File: src/hdl/gcode_word_tokenizer_assert.svh
// Assertion macros shared by the tokenizer RTL.
// Expects clk and rst_n in the scope of each use.
`ifndef GCODE_WORD_TOKENIZER_ASSERT_SVH
`define GCODE_WORD_TOKENIZER_ASSERT_SVH

// same-cycle implication
`define GWT_ASSERT_IMP(lbl, ante, cons, msg) \
  lbl: assert property (@(posedge clk) disable iff (!rst_n) (ante) |-> (cons)) \
    else $error(msg);

// next-cycle implication
`define GWT_ASSERT_NXT(lbl, ante, cons, msg) \
  lbl: assert property (@(posedge clk) disable iff (!rst_n) (ante) |=> (cons)) \
    else $error(msg);

`endif

File: src/hdl/gwt_pkg.sv
// Shared types, constants and result builders for the G-code tokenizer.
// No dependencies.
`default_nettype none

package gwt_pkg;

  localparam int MANT_BITS = 40;
  localparam int CIDX_BITS = 16;

  localparam logic [3:0]           FRAC_MAX = 4'd15;
  localparam logic [MANT_BITS-1:0] MAG_MAX  = {1'b0, {(MANT_BITS-1){1'b1}}};

  localparam logic [7:0] CH_F      = 8'h46;
  localparam logic [7:0] CH_G      = 8'h47;
  localparam logic [7:0] CH_M      = 8'h4D;
  localparam logic [7:0] CH_X      = 8'h58;
  localparam logic [7:0] CH_Y      = 8'h59;
  localparam logic [7:0] CH_Z      = 8'h5A;
  localparam logic [7:0] CH_LPAREN = 8'h28;
  localparam logic [7:0] CH_RPAREN = 8'h29;
  localparam logic [7:0] CH_MINUS  = 8'h2D;
  localparam logic [7:0] CH_DOT    = 8'h2E;
  localparam logic [7:0] CH_SPACE  = 8'h20;
  localparam logic [7:0] CH_0      = 8'h30;
  localparam logic [7:0] CH_9      = 8'h39;

  typedef enum logic [1:0] {
    MODE_IDLE, MODE_CODE, MODE_SPACE, MODE_COMMENT
  } mode_t;

  typedef enum logic [1:0] {
    PH_START, PH_INT, PH_FRAC, PH_DONE
  } phase_t;

  typedef enum logic [2:0] {
    KIND_CODE, KIND_NUMBER, KIND_CMT_START, KIND_CMT_BYTE, KIND_CMT_END
  } kind_t;

  typedef struct packed {
    kind_t                  kind;
    logic [7:0]             letter;
    logic                   has_value;
    logic [MANT_BITS-1:0]   mantissa;
    logic [3:0]             frac_digits;
    logic                   overflow;
    logic [CIDX_BITS-1:0]   comment_index;
    logic [7:0]             comment_byte;
    logic                   last;
  } result_t;

  // results handed from the parser to the output queue for one accepted byte
  typedef struct packed {
    logic [1:0] count;
    result_t    r0;
    result_t    r1;
  } push_t;

  function automatic result_t mk_number(kind_t kind, logic [7:0] letter, logic hv,
                                        logic [MANT_BITS-1:0] mant, logic [3:0] frac,
                                        logic ovf);
    result_t r;
    r.kind          = kind;
    r.letter        = letter;
    r.has_value     = hv;
    r.mantissa      = mant;
    r.frac_digits   = frac;
    r.overflow      = ovf;
    r.comment_index = '0;
    r.comment_byte  = 8'd0;
    r.last          = 1'b0;
    return r;
  endfunction

  function automatic result_t mk_comment(kind_t kind, logic [CIDX_BITS-1:0] idx,
                                         logic [7:0] cbyte);
    result_t r;
    r.kind          = kind;
    r.letter        = 8'd0;
    r.has_value     = 1'b0;
    r.mantissa      = '0;
    r.frac_digits   = 4'd0;
    r.overflow      = 1'b0;
    r.comment_index = idx;
    r.comment_byte  = cbyte;
    r.last          = 1'b0;
    return r;
  endfunction

  function automatic logic is_code_letter(logic [7:0] c);
    return (c == CH_F) || (c == CH_G) || (c == CH_M) ||
           (c == CH_X) || (c == CH_Y) || (c == CH_Z);
  endfunction

  function automatic logic is_num_char(logic [7:0] c);
    return ((c >= CH_0) && (c <= CH_9)) || (c == CH_MINUS) || (c == CH_DOT);
  endfunction

endpackage

`default_nettype wire

File: src/hdl/gwt_in_if.sv
// Input channel of the tokenizer: one text byte or a flush per beat.
// Depends on nothing.
`default_nettype none

interface gwt_in_if;
  logic       valid;
  logic       ready;
  logic [7:0] ch;
  logic       end_of_stream;

  modport source (output valid, output ch, output end_of_stream, input ready);
  modport sink   (input valid, input ch, input end_of_stream, output ready);
endinterface

`default_nettype wire

File: src/hdl/gwt_out_if.sv
// Result channel of the tokenizer: one token result per beat.
// Depends on gwt_pkg for field widths.
`default_nettype none

interface gwt_out_if;
  logic                            valid;
  logic                            ready;
  logic [2:0]                      kind;
  logic [7:0]                      letter;
  logic                            has_value;
  logic signed [gwt_pkg::MANT_BITS-1:0] mantissa;
  logic [3:0]                      frac_digits;
  logic                            overflow;
  logic [gwt_pkg::CIDX_BITS-1:0]   comment_index;
  logic [7:0]                      comment_byte;
  logic                            last;

  modport source (output valid, output kind, output letter, output has_value,
                  output mantissa, output frac_digits, output overflow,
                  output comment_index, output comment_byte, output last,
                  input ready);
  modport sink   (input valid, input kind, input letter, input has_value,
                  input mantissa, input frac_digits, input overflow,
                  input comment_index, input comment_byte, input last,
                  output ready);
endinterface

`default_nettype wire

File: src/hdl/gwt_parse.sv
// Tokenizer state machine: mode, number accumulator, comment counter.
// Depends on gwt_pkg and gcode_word_tokenizer_assert.svh.
`default_nettype none
`include "gcode_word_tokenizer_assert.svh"

module gwt_parse (
  input  wire logic          clk,
  input  wire logic          rst_n,
  input  wire logic          fire,
  input  wire logic [7:0]    ch,
  input  wire logic          eos,
  output gwt_pkg::push_t     push
);

  localparam int MB = gwt_pkg::MANT_BITS;
  localparam int CB = gwt_pkg::CIDX_BITS;

  gwt_pkg::mode_t  mode_r,   mode_nxt;
  logic [7:0]      letter_r, letter_nxt;
  gwt_pkg::phase_t phase_r,  phase_nxt;
  logic            neg_r,    neg_nxt;
  logic            seen_r,   seen_nxt;
  logic [MB-1:0]   acc_r,    acc_nxt;
  logic [3:0]      frac_r,   frac_nxt;
  logic            ovf_r,    ovf_nxt;
  logic [CB-1:0]   cidx_r,   cidx_nxt;

  logic [MB+3:0]   prod;
  logic            fits;
  logic [MB-1:0]   mant_signed;
  gwt_pkg::result_t num_code, num_bare, cmt_start;
  gwt_pkg::result_t r0, r1;
  logic [1:0]      cnt;

  always_ff @(posedge clk) begin
    if (!rst_n) begin
      mode_r   <= gwt_pkg::MODE_IDLE;
      letter_r <= 8'd0;
      phase_r  <= gwt_pkg::PH_START;
      neg_r    <= 1'b0;
      seen_r   <= 1'b0;
      acc_r    <= '0;
      frac_r   <= 4'd0;
      ovf_r    <= 1'b0;
      cidx_r   <= '0;
    end else if (fire) begin
      mode_r   <= mode_nxt;
      letter_r <= letter_nxt;
      phase_r  <= phase_nxt;
      neg_r    <= neg_nxt;
      seen_r   <= seen_nxt;
      acc_r    <= acc_nxt;
      frac_r   <= frac_nxt;
      ovf_r    <= ovf_nxt;
      cidx_r   <= cidx_nxt;
    end
  end

  // times-ten plus digit; saturation check against the magnitude limit
  assign prod = {1'b0, acc_r, 3'b000} + {3'b000, acc_r, 1'b0} + (MB+4)'(ch - gwt_pkg::CH_0);
  assign fits = (prod <= (MB+4)'(gwt_pkg::MAG_MAX));
  assign mant_signed = neg_r ? (MB'(0) - acc_r) : acc_r;

  assign num_code  = gwt_pkg::mk_number(gwt_pkg::KIND_CODE, letter_r, seen_r,
                                        mant_signed, frac_r, ovf_r);
  assign num_bare  = gwt_pkg::mk_number(gwt_pkg::KIND_NUMBER, 8'd0, 1'b1,
                                        mant_signed, frac_r, ovf_r);
  assign cmt_start = gwt_pkg::mk_comment(gwt_pkg::KIND_CMT_START, cidx_r, 8'd0);

  always_comb begin
    logic do_take;
    logic do_fresh;
    logic do_clear;
    do_take    = 1'b0;
    do_fresh   = 1'b0;
    do_clear   = 1'b0;
    mode_nxt   = mode_r;
    letter_nxt = letter_r;
    phase_nxt  = phase_r;
    neg_nxt    = neg_r;
    seen_nxt   = seen_r;
    acc_nxt    = acc_r;
    frac_nxt   = frac_r;
    ovf_nxt    = ovf_r;
    cidx_nxt   = cidx_r;
    r0         = num_code;
    r1         = cmt_start;
    cnt        = 2'd0;

    if (eos) begin
      unique case (mode_r)
        gwt_pkg::MODE_CODE: begin
          r0  = num_code;
          cnt = 2'd1;
        end
        gwt_pkg::MODE_SPACE: begin
          r0  = num_bare;
          cnt = seen_r ? 2'd1 : 2'd0;
        end
        gwt_pkg::MODE_COMMENT: begin
          r0  = gwt_pkg::mk_comment(gwt_pkg::KIND_CMT_END, cidx_r, 8'd0);
          cnt = 2'd1;
        end
        default: cnt = 2'd0;
      endcase
      mode_nxt   = gwt_pkg::MODE_IDLE;
      letter_nxt = 8'd0;
      do_clear   = 1'b1;
      cidx_nxt   = '0;
    end else begin
      unique case (mode_r)
        gwt_pkg::MODE_COMMENT: begin
          cnt = 2'd1;
          if (ch == gwt_pkg::CH_RPAREN) begin
            r0       = gwt_pkg::mk_comment(gwt_pkg::KIND_CMT_END, cidx_r, 8'd0);
            cidx_nxt = CB'(cidx_r + 1'b1);
            mode_nxt = gwt_pkg::MODE_IDLE;
          end else begin
            r0 = gwt_pkg::mk_comment(gwt_pkg::KIND_CMT_BYTE, cidx_r, ch);
          end
        end
        gwt_pkg::MODE_CODE: begin
          if (gwt_pkg::is_num_char(ch)) begin
            do_take = 1'b1;
          end else begin
            r0         = num_code;
            cnt        = 2'd1;
            letter_nxt = 8'd0;
            do_clear   = 1'b1;
            do_fresh   = 1'b1;
          end
        end
        gwt_pkg::MODE_SPACE: begin
          if (gwt_pkg::is_num_char(ch)) begin
            do_take = 1'b1;
          end else if (ch != gwt_pkg::CH_SPACE) begin
            r0       = num_bare;
            cnt      = seen_r ? 2'd1 : 2'd0;
            do_clear = 1'b1;
            do_fresh = 1'b1;
          end
        end
        default: do_fresh = 1'b1;
      endcase
    end

    if (do_take) begin
      seen_nxt = 1'b1;
      if (ch == gwt_pkg::CH_MINUS) begin
        if (phase_r == gwt_pkg::PH_START) begin
          neg_nxt   = 1'b1;
          phase_nxt = gwt_pkg::PH_INT;
        end else begin
          phase_nxt = gwt_pkg::PH_DONE;
        end
      end else if (ch == gwt_pkg::CH_DOT) begin
        if (phase_r == gwt_pkg::PH_START || phase_r == gwt_pkg::PH_INT) begin
          phase_nxt = gwt_pkg::PH_FRAC;
        end else begin
          phase_nxt = gwt_pkg::PH_DONE;
        end
      end else if (phase_r == gwt_pkg::PH_START || phase_r == gwt_pkg::PH_INT) begin
        phase_nxt = gwt_pkg::PH_INT;
        if (fits) begin
          acc_nxt = prod[MB-1:0];
        end else begin
          acc_nxt = gwt_pkg::MAG_MAX;
          ovf_nxt = 1'b1;
        end
      end else if (phase_r == gwt_pkg::PH_FRAC) begin
        if (fits && frac_r < gwt_pkg::FRAC_MAX) begin
          acc_nxt  = prod[MB-1:0];
          frac_nxt = frac_r + 4'd1;
        end else begin
          ovf_nxt = 1'b1;
        end
      end
    end

    if (do_clear) begin
      phase_nxt = gwt_pkg::PH_START;
      neg_nxt   = 1'b0;
      seen_nxt  = 1'b0;
      acc_nxt   = '0;
      frac_nxt  = 4'd0;
      ovf_nxt   = 1'b0;
    end

    // byte that ends a token is handled as if idle
    if (do_fresh) begin
      if (gwt_pkg::is_code_letter(ch)) begin
        mode_nxt   = gwt_pkg::MODE_CODE;
        letter_nxt = ch;
        phase_nxt  = gwt_pkg::PH_START;
        neg_nxt    = 1'b0;
        seen_nxt   = 1'b0;
        acc_nxt    = '0;
        frac_nxt   = 4'd0;
        ovf_nxt    = 1'b0;
      end else if (ch == gwt_pkg::CH_SPACE) begin
        mode_nxt  = gwt_pkg::MODE_SPACE;
        phase_nxt = gwt_pkg::PH_START;
        neg_nxt   = 1'b0;
        seen_nxt  = 1'b0;
        acc_nxt   = '0;
        frac_nxt  = 4'd0;
        ovf_nxt   = 1'b0;
      end else if (ch == gwt_pkg::CH_LPAREN) begin
        mode_nxt = gwt_pkg::MODE_COMMENT;
        if (cnt == 2'd0) begin
          r0  = cmt_start;
          cnt = 2'd1;
        end else begin
          r1  = cmt_start;
          cnt = 2'd2;
        end
      end else begin
        mode_nxt = gwt_pkg::MODE_IDLE;
      end
    end

    r0.last = (cnt == 2'd1);
    r1.last = 1'b1;
  end

  always_comb begin
    push       = '0;
    push.count = fire ? cnt : 2'd0;
    push.r0    = r0;
    push.r1    = r1;
  end

  `GWT_ASSERT_NXT(a_eos_resets, fire && eos,
                  mode_r == gwt_pkg::MODE_IDLE && cidx_r == '0,
                  "flush did not return to idle with comment count cleared")
  `GWT_ASSERT_NXT(a_rparen_closes,
                  fire && !eos && mode_r == gwt_pkg::MODE_COMMENT && ch == gwt_pkg::CH_RPAREN,
                  mode_r == gwt_pkg::MODE_IDLE,
                  "closing paren did not leave comment mode")
  `GWT_ASSERT_IMP(a_two_only_cstart, push.count == 2'd2,
                  push.r1.kind == gwt_pkg::KIND_CMT_START,
                  "second result of a byte is not a comment start")

endmodule

`default_nettype wire

File: src/hdl/gwt_result_fifo.sv
// Four-entry result queue between the parser and the result channel.
// Depends on gwt_pkg, gwt_out_if and gcode_word_tokenizer_assert.svh.
`default_nettype none
`include "gcode_word_tokenizer_assert.svh"

module gwt_result_fifo (
  input  wire logic            clk,
  input  wire logic            rst_n,
  input  wire gwt_pkg::push_t  push,
  output logic                 room,
  gwt_out_if.source            out_bus
);

  gwt_pkg::result_t mem [4];
  logic [1:0] wr_ptr_r, wr_ptr_nxt;
  logic [1:0] rd_ptr_r, rd_ptr_nxt;
  logic [2:0] count_r,  count_nxt;
  logic       pop;
  gwt_pkg::result_t head;

  assign pop  = out_bus.valid && out_bus.ready;
  // room for two results, decided from registered fill only
  assign room = (count_r <= 3'd2);

  always_comb begin
    wr_ptr_nxt = wr_ptr_r + 2'(push.count);
    rd_ptr_nxt = rd_ptr_r + 2'(pop);
    count_nxt  = count_r + 3'(push.count) - 3'(pop);
  end

  always_ff @(posedge clk) begin
    if (!rst_n) begin
      wr_ptr_r <= 2'd0;
      rd_ptr_r <= 2'd0;
      count_r  <= 3'd0;
    end else begin
      wr_ptr_r <= wr_ptr_nxt;
      rd_ptr_r <= rd_ptr_nxt;
      count_r  <= count_nxt;
    end
  end

  always_ff @(posedge clk) begin
    if (push.count != 2'd0) begin
      mem[wr_ptr_r] <= push.r0;
    end
    if (push.count == 2'd2) begin
      mem[2'(wr_ptr_r + 2'd1)] <= push.r1;
    end
  end

  assign head = mem[rd_ptr_r];

  assign out_bus.valid         = (count_r != 3'd0);
  assign out_bus.kind          = head.kind;
  assign out_bus.letter        = head.letter;
  assign out_bus.has_value     = head.has_value;
  assign out_bus.mantissa      = head.mantissa;
  assign out_bus.frac_digits   = head.frac_digits;
  assign out_bus.overflow      = head.overflow;
  assign out_bus.comment_index = head.comment_index;
  assign out_bus.comment_byte  = head.comment_byte;
  assign out_bus.last          = head.last;

  `GWT_ASSERT_IMP(a_push_fits, push.count != 2'd0, count_r <= 3'd2,
                  "results pushed without room in queue")
  `GWT_ASSERT_NXT(a_idle_stays_empty, count_r == 3'd0 && push.count == 2'd0,
                  count_r == 3'd0, "queue filled without a push")
  `GWT_ASSERT_NXT(a_hold_valid, out_bus.valid && !out_bus.ready,
                  out_bus.valid, "result dropped while the sink stalled")

endmodule

`default_nettype wire

File: src/hdl/gcode_word_tokenizer.sv
// Top level of the streaming G-code tokenizer.
// Depends on gwt_pkg, gwt_in_if, gwt_out_if, gwt_parse, gwt_result_fifo.
//
//  port     dir   beat carries
//  in_bus   sink  ch (8), end_of_stream (1)
//  out_bus  src   kind, letter, has_value, mantissa (40s), frac_digits,
//                 overflow, comment_index (16), comment_byte, last
//
// One byte per cycle while the queue has room: the parser updates its state
// in the accepting cycle and writes zero, one or two results into a
// four-entry queue, whose head drives out_bus.
// in_bus.ready is high while the queue holds at most two results, so a byte
// producing two results and a stalled sink throttle intake.
// Reset (rst_n low, synchronous) empties the queue and returns to idle.
`default_nettype none

module gcode_word_tokenizer (
  input  wire logic clk,
  input  wire logic rst_n,
  gwt_in_if.sink    in_bus,
  gwt_out_if.source out_bus
);

  gwt_pkg::push_t push;
  logic           room;
  logic           fire;

  assign in_bus.ready = room;
  assign fire         = in_bus.valid && room;

  gwt_parse u_parse (
    .clk   (clk),
    .rst_n (rst_n),
    .fire  (fire),
    .ch    (in_bus.ch),
    .eos   (in_bus.end_of_stream),
    .push  (push)
  );

  gwt_result_fifo u_fifo (
    .clk     (clk),
    .rst_n   (rst_n),
    .push    (push),
    .room    (room),
    .out_bus (out_bus)
  );

endmodule

`default_nettype wire
File: src/flat_wrapper.sv
// flat-port wrapper written by rule: the top's interface ports become plain ports
module gcode_word_tokenizer_flat 
  (clk, rst_n, in_bus_valid, in_bus_ch, in_bus_end_of_stream, in_bus_ready, out_bus_valid, out_bus_kind, out_bus_letter, out_bus_has_value, out_bus_mantissa, out_bus_frac_digits, out_bus_overflow, out_bus_comment_index, out_bus_comment_byte, out_bus_last, out_bus_ready);
  gwt_in_if in_bus_i ();
  gwt_out_if out_bus_i ();
  input  wire logic clk;
  input  wire logic rst_n;
  input wire logic [$bits(in_bus_i.valid)-1:0] in_bus_valid;
  input wire logic [$bits(in_bus_i.ch)-1:0] in_bus_ch;
  input wire logic [$bits(in_bus_i.end_of_stream)-1:0] in_bus_end_of_stream;
  output wire logic [$bits(in_bus_i.ready)-1:0] in_bus_ready;
  output wire logic [$bits(out_bus_i.valid)-1:0] out_bus_valid;
  output wire logic [$bits(out_bus_i.kind)-1:0] out_bus_kind;
  output wire logic [$bits(out_bus_i.letter)-1:0] out_bus_letter;
  output wire logic [$bits(out_bus_i.has_value)-1:0] out_bus_has_value;
  output wire logic [$bits(out_bus_i.mantissa)-1:0] out_bus_mantissa;
  output wire logic [$bits(out_bus_i.frac_digits)-1:0] out_bus_frac_digits;
  output wire logic [$bits(out_bus_i.overflow)-1:0] out_bus_overflow;
  output wire logic [$bits(out_bus_i.comment_index)-1:0] out_bus_comment_index;
  output wire logic [$bits(out_bus_i.comment_byte)-1:0] out_bus_comment_byte;
  output wire logic [$bits(out_bus_i.last)-1:0] out_bus_last;
  input wire logic [$bits(out_bus_i.ready)-1:0] out_bus_ready;
  assign in_bus_i.valid = in_bus_valid;
  assign in_bus_i.ch = in_bus_ch;
  assign in_bus_i.end_of_stream = in_bus_end_of_stream;
  assign in_bus_ready = in_bus_i.ready;
  assign out_bus_valid = out_bus_i.valid;
  assign out_bus_kind = out_bus_i.kind;
  assign out_bus_letter = out_bus_i.letter;
  assign out_bus_has_value = out_bus_i.has_value;
  assign out_bus_mantissa = out_bus_i.mantissa;
  assign out_bus_frac_digits = out_bus_i.frac_digits;
  assign out_bus_overflow = out_bus_i.overflow;
  assign out_bus_comment_index = out_bus_i.comment_index;
  assign out_bus_comment_byte = out_bus_i.comment_byte;
  assign out_bus_last = out_bus_i.last;
  assign out_bus_i.ready = out_bus_ready;
  gcode_word_tokenizer u_core (.clk(clk), .rst_n(rst_n), .in_bus(in_bus_i), .out_bus(out_bus_i));
endmodule
File: config.mk
export PLATFORM = sky130hd
export DESIGN_NAME = gcode_word_tokenizer_flat
export DESIGN_NICKNAME = d
export VERILOG_FILES = /design/src/hdl/gwt_pkg.sv /design/src/hdl/gwt_in_if.sv /design/src/hdl/gwt_out_if.sv /design/src/hdl/gwt_parse.sv /design/src/hdl/gwt_result_fifo.sv /design/src/hdl/gcode_word_tokenizer.sv /design/src/flat_wrapper.sv
export VERILOG_INCLUDE_DIRS = /design/src /design/src/hdl
export SDC_FILE = /design/constraint.sdc
export NUM_CORES = 1
export LEC_CHECK = 0
export BUFFER_PORTS_ARGS = -buffer_cell sky130_fd_sc_hd__clkbuf_2
export CAP_MARGIN = 20
export CORE_ASPECT_RATIO = 0.8
export CORE_UTILIZATION = 35
export CTS_CLUSTER_SIZE = 14
export DETAILED_ROUTE_END_ITERATION = 12
export SYNTH_ARGS = -nofsm -noshare
export SYNTH_HDL_FRONTEND = slang
export SYNTH_HIERARCHICAL = 1
export SYNTH_SLANG_ARGS = --single-unit
File: constraint.sdc
create_clock -name clk -period 17.4 [get_ports clk]
set_input_delay 3.48 -clock clk [delete_from_list [all_inputs] [get_ports clk]]
set_output_delay 3.48 -clock clk [all_outputs]
set_load 0.05 [all_outputs]
Word level (Yosys, flattened, before mapping)

Memory sizes are Yosys's and may differ from the RTL's. A register that Yosys moved wholly into a read port is not among the register bits.
Index checks and enable logic that the tools add are counted.

Register bits: 82
Memory bits (writable): 328
Input bits: 13
Memories kept: 1

$add $sub $neg: 11
$lt $le $gt $ge: 5
Eq/ne operators: 19
Multiplexer cells: 109
Reduce and logical (&&, ||, !) cells: 24

Memories:

| name              | words | bits a word | rd ports | clocked after memory_dff | wr ports | line                  | RTL |
|---|---|---|---|---|---|---|---|
| u_core.u_fifo.mem | 4     | 82          | 1        | 1                        | 2        | gwt_result_fifo.sv:14 | `gwt_pkg::result_t mem [4];` |

Operator list:

| operator                                                                            | count |
|---|---|
| 82-bit two-way mux                                                                  | 7 |
| 40-bit two-way mux                                                                  | 12 |
| 82-bit one-hot mux with 2 select lines                                              | 2 |
| 80-bit two-way mux                                                                  | 2 |
| 8-bit by 7-bit equality test with 1-bit output, second input constant               | 6 |
| 16-bit two-way mux                                                                  | 3 |
| 2-bit two-way mux                                                                   | 24 |
| 43-bit by 41-bit adder with 44-bit output                                           | 1 |
| 44-bit adder                                                                        | 1 |
| 44-bit by 39-bit less-or-equal comparator with 1-bit output, second input constant  | 1 |
| 8-bit by 6-bit equality test with 1-bit output, second input constant               | 5 |
| 1-bit two-way mux                                                                   | 40 |
| 4-bit two-way mux                                                                   | 10 |
| 8-bit two-way mux                                                                   | 5 |
| 1-bit by 40-bit subtractor with 40-bit output, first input constant                 | 1 |
| 16-bit by 1-bit adder with 16-bit output, second input constant                     | 1 |
| 3-bit nonzero test                                                                  | 3 |
| 8-bit by 6-bit subtractor with 9-bit output, second input constant                  | 1 |
| 2-bit equality test, second input constant                                          | 4 |
| 8-bit by 6-bit greater-or-equal comparator with 1-bit output, second input constant | 1 |
| 8-bit by 6-bit less-or-equal comparator with 1-bit output, second input constant    | 1 |
| 1-bit logical OR                                                                    | 8 |
| 8-bit by 6-bit inequality test with 1-bit output, second input constant             | 1 |
| 2-bit by 1-bit equality test with 1-bit output, second input constant               | 3 |
| other kinds (15)                                                                    | 25 |

Longest topological paths before layout

Word-level depth: 17
Gate-level depth with buffers: 16
Mapped depth without buffers: 15

By module

The synthesis kept the hierarchy.

Modules (own cells, without submodules):

| module               | instances | cells an instance | area each (µm²) | seq. area each (µm²) |
|---|---|---|---|---|
| gwt_result_fifo      | 1         | 838               | 17514.3         | 9989.6 |
| gwt_parse            | 1         | 1046              | 8505.7          | 1501.4 |
| gcode_word_tokenizer | 1         | 1                 | 6.3             | 0.0 |

Worst setup path before layout

OpenSTA, ideal clock, no wires.

Path type: input-to-reg
Start: input in_bus_ch[0]
End: memory u_core/u_fifo/mem[0][0] in the netlist's numbering (enable)
Data arrival time: 11.670 ns
Setup slack: 5.095 ns
Cell stages on the path: 11
Cells stage by stage: clkbuf_1 -> nor3_1 -> a32o_1 -> a31oi_2 -> a21oi_1 -> or3_1 -> nor2_1 -> nand2_1 -> a21boi_0 -> o21bai_1 -> o21ai_0

RTL lines:

| element         | line                  | RTL |
|---|---|---|
| start, declared | flat_wrapper.sv:9     | `input wire logic [$bits(in_bus_i.ch)-1:0] in_bus_ch;` |
| end, declared   | gwt_result_fifo.sv:14 |  |

Worst setup path after layout

Start: input in_bus_ch[4]
End: register u_core.u_parse.acc_r[13]

Cells in the longest elaborated chain, start to end: 14

RTL lines:

| element                                                     | line             | RTL |
|---|---|---|
| 8-bit by 6-bit subtractor with 9-bit output                 | gwt_parse.sv:60  | `assign prod = {1'b0, acc_r, 3'b000} + {3'b000, acc_r, 1'b0} + (MB+4)'(ch - gwt_pkg::CH_0);` |
| 44-bit adder                                                | gwt_parse.sv:60  |  |
| 44-bit by 39-bit less-or-equal comparator with 1-bit output | gwt_parse.sv:61  | `assign fits = (prod <= (MB+4)'(gwt_pkg::MAG_MAX));` |
| 1-bit logical AND                                           | gwt_parse.sv:171 | `if (fits && frac_r < gwt_pkg::FRAC_MAX) begin` |
| 40-bit two-way mux                                          | gwt_parse.sv:171 |  |
| 40-bit two-way mux                                          | gwt_parse.sv:170 | `end else if (phase_r == gwt_pkg::PH_FRAC) begin` |
| 40-bit two-way mux                                          | gwt_parse.sv:162 | `end else if (phase_r == gwt_pkg::PH_START \|\| phase_r == gwt_pkg::PH_INT) begin` |
| 40-bit two-way mux                                          | gwt_parse.sv:156 | `end else if (ch == gwt_pkg::CH_DOT) begin` |
| 40-bit two-way mux                                          | gwt_parse.sv:149 | `if (ch == gwt_pkg::CH_MINUS) begin` |
| 40-bit two-way mux                                          | gwt_parse.sv:147 | `if (do_take) begin` |
| 40-bit two-way mux                                          | gwt_parse.sv:180 | `if (do_clear) begin` |
| 40-bit two-way mux                                          | gwt_parse.sv:200 | `end else if (ch == gwt_pkg::CH_SPACE) begin` |
| 40-bit two-way mux                                          | gwt_parse.sv:191 | `if (gwt_pkg::is_code_letter(ch)) begin` |
| 40-bit two-way mux (*)                                      | gwt_parse.sv:190 | `if (do_fresh) begin` |
| end signal, assigned                                        | gwt_parse.sv:52  | `acc_r <= acc_nxt;` |
| end, declared                                               | gwt_parse.sv:23  | `logic [MB-1:0] acc_r, acc_nxt;` |

Every way passes the cells marked *; elsewhere a longest branch is shown, timed or not.
A chain may end at the register's enable or synchronous reset.

==> out/results.ini <==
[power]
power_density_nw_per_um2=89.0
p_total_mw=2.53
p_leak_nw=11.0
max-vdd-ir-drop_v=0.0000618

[drt]
drtIter0Drc=1047
viasPerCell=5.19
postRouteAntennaNets=0
post-route-drc-count=0
vias=15508
totalWireLength_um=60400
wl_per_cell_um=20.2
dr.pass1.iters=7

[sta]
fin_setup_tns_ns=0
min_period_over_period=0.461
rsz0062_at_grt=no
slew_violations=0
slew_headroom=0.320
fin_skew_ns=0.0173
hold_violations=0
hold_slack_ns=0.486
tightest_slew_ns=1.02
max_freq_ghz=0.125
setup_viol=0
timing.final.ws_setup_ns=9.38
finalCriticalPeriod_ns=8.02

[placement]
dpl_worst_slack_ns=8.38
dp_cells=2900
dp_hpwl_um=39400
io_buffers=96
gp_congestion=0.875
placed_area_sq_um=26900

[clocking]
clk_latency_ns=0.58
ctsRootBufferMaster=clkbuf_16
post_cts_buffers=0
holdBufCountCts=0
cts_resized=0
htreeDepth=2
cts.clk_slew.worst_paths_ns=0.06
clkSinkCount=410
cts_buffer_depth=3
cts_tree=yes
cts_buffers=46

[setup_path]
r2r-start=u_core/u_parse/mode_r[1]
path_cells=clkbuf_2 > ha_1 > nor3_2 > buf_4 > fa_1 > ha_1 > a21o_1 > a211oi_1 > nor4_1 > a21boi_0 > a31oi_1 > a211o_1 > or3b_1 > o21ai_2 > buf_4 > o221a_2
cpPeakStageDelay_ns=0.53
endpoint_kind=register
crit_type=in -> reg
slowest_stage=fa_1
cp.required_ns=17.91
worstPathArrival_ns=8.53
crit_fanout=40
startpoint_type=input port
crit_start=in_bus_ch[4]

[run_status]
status=complete, no violations

[synthesis]
synth-edff-count=328
yosysSeqAreaShare=0.442
synth-seq-cells=410
yosysWarningCount=6
synth-main-ff-cell=edfxtp_1
syn-cell-area_sq_um=26000
synth_cell_types=84
synthCells=1885
syn_area_per_cell_sq_um=13.8
async_flop_share=0

[floorplanning]
initial_core_util=0.354
ios=97
rows=89
dieArea_sq_um=75500
fp.dieW_um=307
die_h_um=246
coreArea_sq_um=73600

[layout]
final_cell_mix=328 x edfxtp_1, 289 x mux2_4, 100 x nor2_1
instances_no_fill=2988
fin_util=0.386
final_area_sq_um=28400
nets=2062
syn2layout_area_growth_pct=9.17
fillers=6904
final_common_cell=edfxtp_1
drive_above_1_share=0.332
multiInputGateArea_sq_um=13400
seqCellArea_sq_um=11500

[global_route]
grt_overflow=0
antenna_found_initial=4
grt_pass1_vias=16021
grt_first_pass_wirelength_um=94500
grt_usage=0.161
grt_max_degree=57

[job]
max_cap_viol_count=0

[min_path]
worstHoldPathType=reg -> reg
hold_start=u_core/u_parse/letter_r[7]

[cell families after synthesis]
logic type / synth area share
flip-flops: 0.442
AO/OA/AOI/OAI: 0.0816
AND/OR/NAND/NOR: 0.0724
other: 0.000289
XOR/XNOR: 0.0303
adder cells (fa/ha/maj): 0.0596
multiplexers: 0.258
buffers and inverters: 0.0562
[registers in the layout, indices dropped and copies added, names as in the netlist, 3 cells and up]
signal	flops
u_core/u_parse/frac_r	4
u_core/u_parse/cidx_r	16
u_core/u_parse/acc_r	40
u_core/u_fifo/mem	328
u_core/u_parse/letter_r	8
u_core/u_fifo/count_r	3
[worst paths after layout]
path	endpoint	slack (ns)	cells past startpoint
setup / recovery	u_core/u_parse/acc_r[13]	9.38	16
hold reg to reg	u_core/u_parse/letter_r[7]	0.49	1
hold / removal	u_core/u_parse/letter_r[7]	0.49	1
setup reg to reg	u_core/u_fifo/mem[2][48]	12.76	13
[synthesized netlist by cell type (all sizes together) (6+ instances only)]
| library cell | count | area [sq um] |
|---|---|---|
| o41ai | 8 | 88.8 |
| edfxtp | 328 | 9850 |
| o21ai | 54 | 274 |
| o211ai | 11 | 82.6 |
| o21a | 10 | 75.1 |
| or3 | 12 | 90.1 |
| nor2 | 105 | 402 |
| fa | 40 | 801 |
| nand4 | 13 | 81.3 |
| and2 | 20 | 125 |
| a21oi | 67 | 335 |
| dfxtp | 82 | 1640 |
| mux2 | 329 | 4790 |
| nor2b | 36 | 225 |
| xor2 | 61 | 534 |
| o221a | 39 | 439 |
| a211o | 6 | 52.6 |
| ha | 60 | 751 |
| or4 | 9 | 76.3 |
| nand2b | 10 | 62.6 |
| and3 | 17 | 106 |
| xnor2 | 24 | 210 |
| o31ai | 17 | 128 |
| nand2 | 82 | 308 |
| o21bai | 10 | 75.1 |
| nor4 | 6 | 52.6 |
| nand3 | 21 | 105 |
| buf | 135 | 1180 |
| mux2i | 8 | 80.1 |
| nor3 | 12 | 70.1 |
| a21o | 15 | 113 |
| a22oi | 6 | 45.0 |
| clkbuf | 35 | 131 |
| inv | 41 | 154 |
| mux4 | 82 | 1850 |
| a31oi | 9 | 62.6 |
[power breakdown]
part | internal, mW | switching, mW | total, mW
clock network | 0.553 | 0.387 | 0.941
registers | 1.05 | 0.0178 | 1.07
logic | 0.163 | 0.359 | 0.521
[critical path: cells and delay by family]
| kind | cells | cell delay [ns] |
|---|---|---|
| AND/OR/NAND/NOR | 3 | 1.09 |
| buffers and inverters | 3 | 1.12 |
| AO/OA/AOI/OAI | 7 | 1.53 |
| adder cells (fa/ha/maj) | 3 | 1.25 |
[layer usage]
layer | track usage | share of wire | routed length (um)
met4 | 0.0366 | 0.017 | 1040
met5 | 0 | 0.00060 | 36
met3 | 0.0278 | 0.050 | 3000
met2 | 0.266 | 0.47 | 28600
met1 | 0.219 | 0.46 | 27700
[layout make-up]
type / instances / share of cell area
multi-input combinational: 1328 / 0.471
sequential: 410 / 0.405
clock buffer: 74 / 0.0457
tap: 1001 / 0.0441
timing repair buffer: 122 / 0.0244
inverter: 41 / 0.00542
clock inverter: 11 / 0.00467
antenna: 1 / 0.0000881
Note: power is estimated with default switching activity, not from simulation.
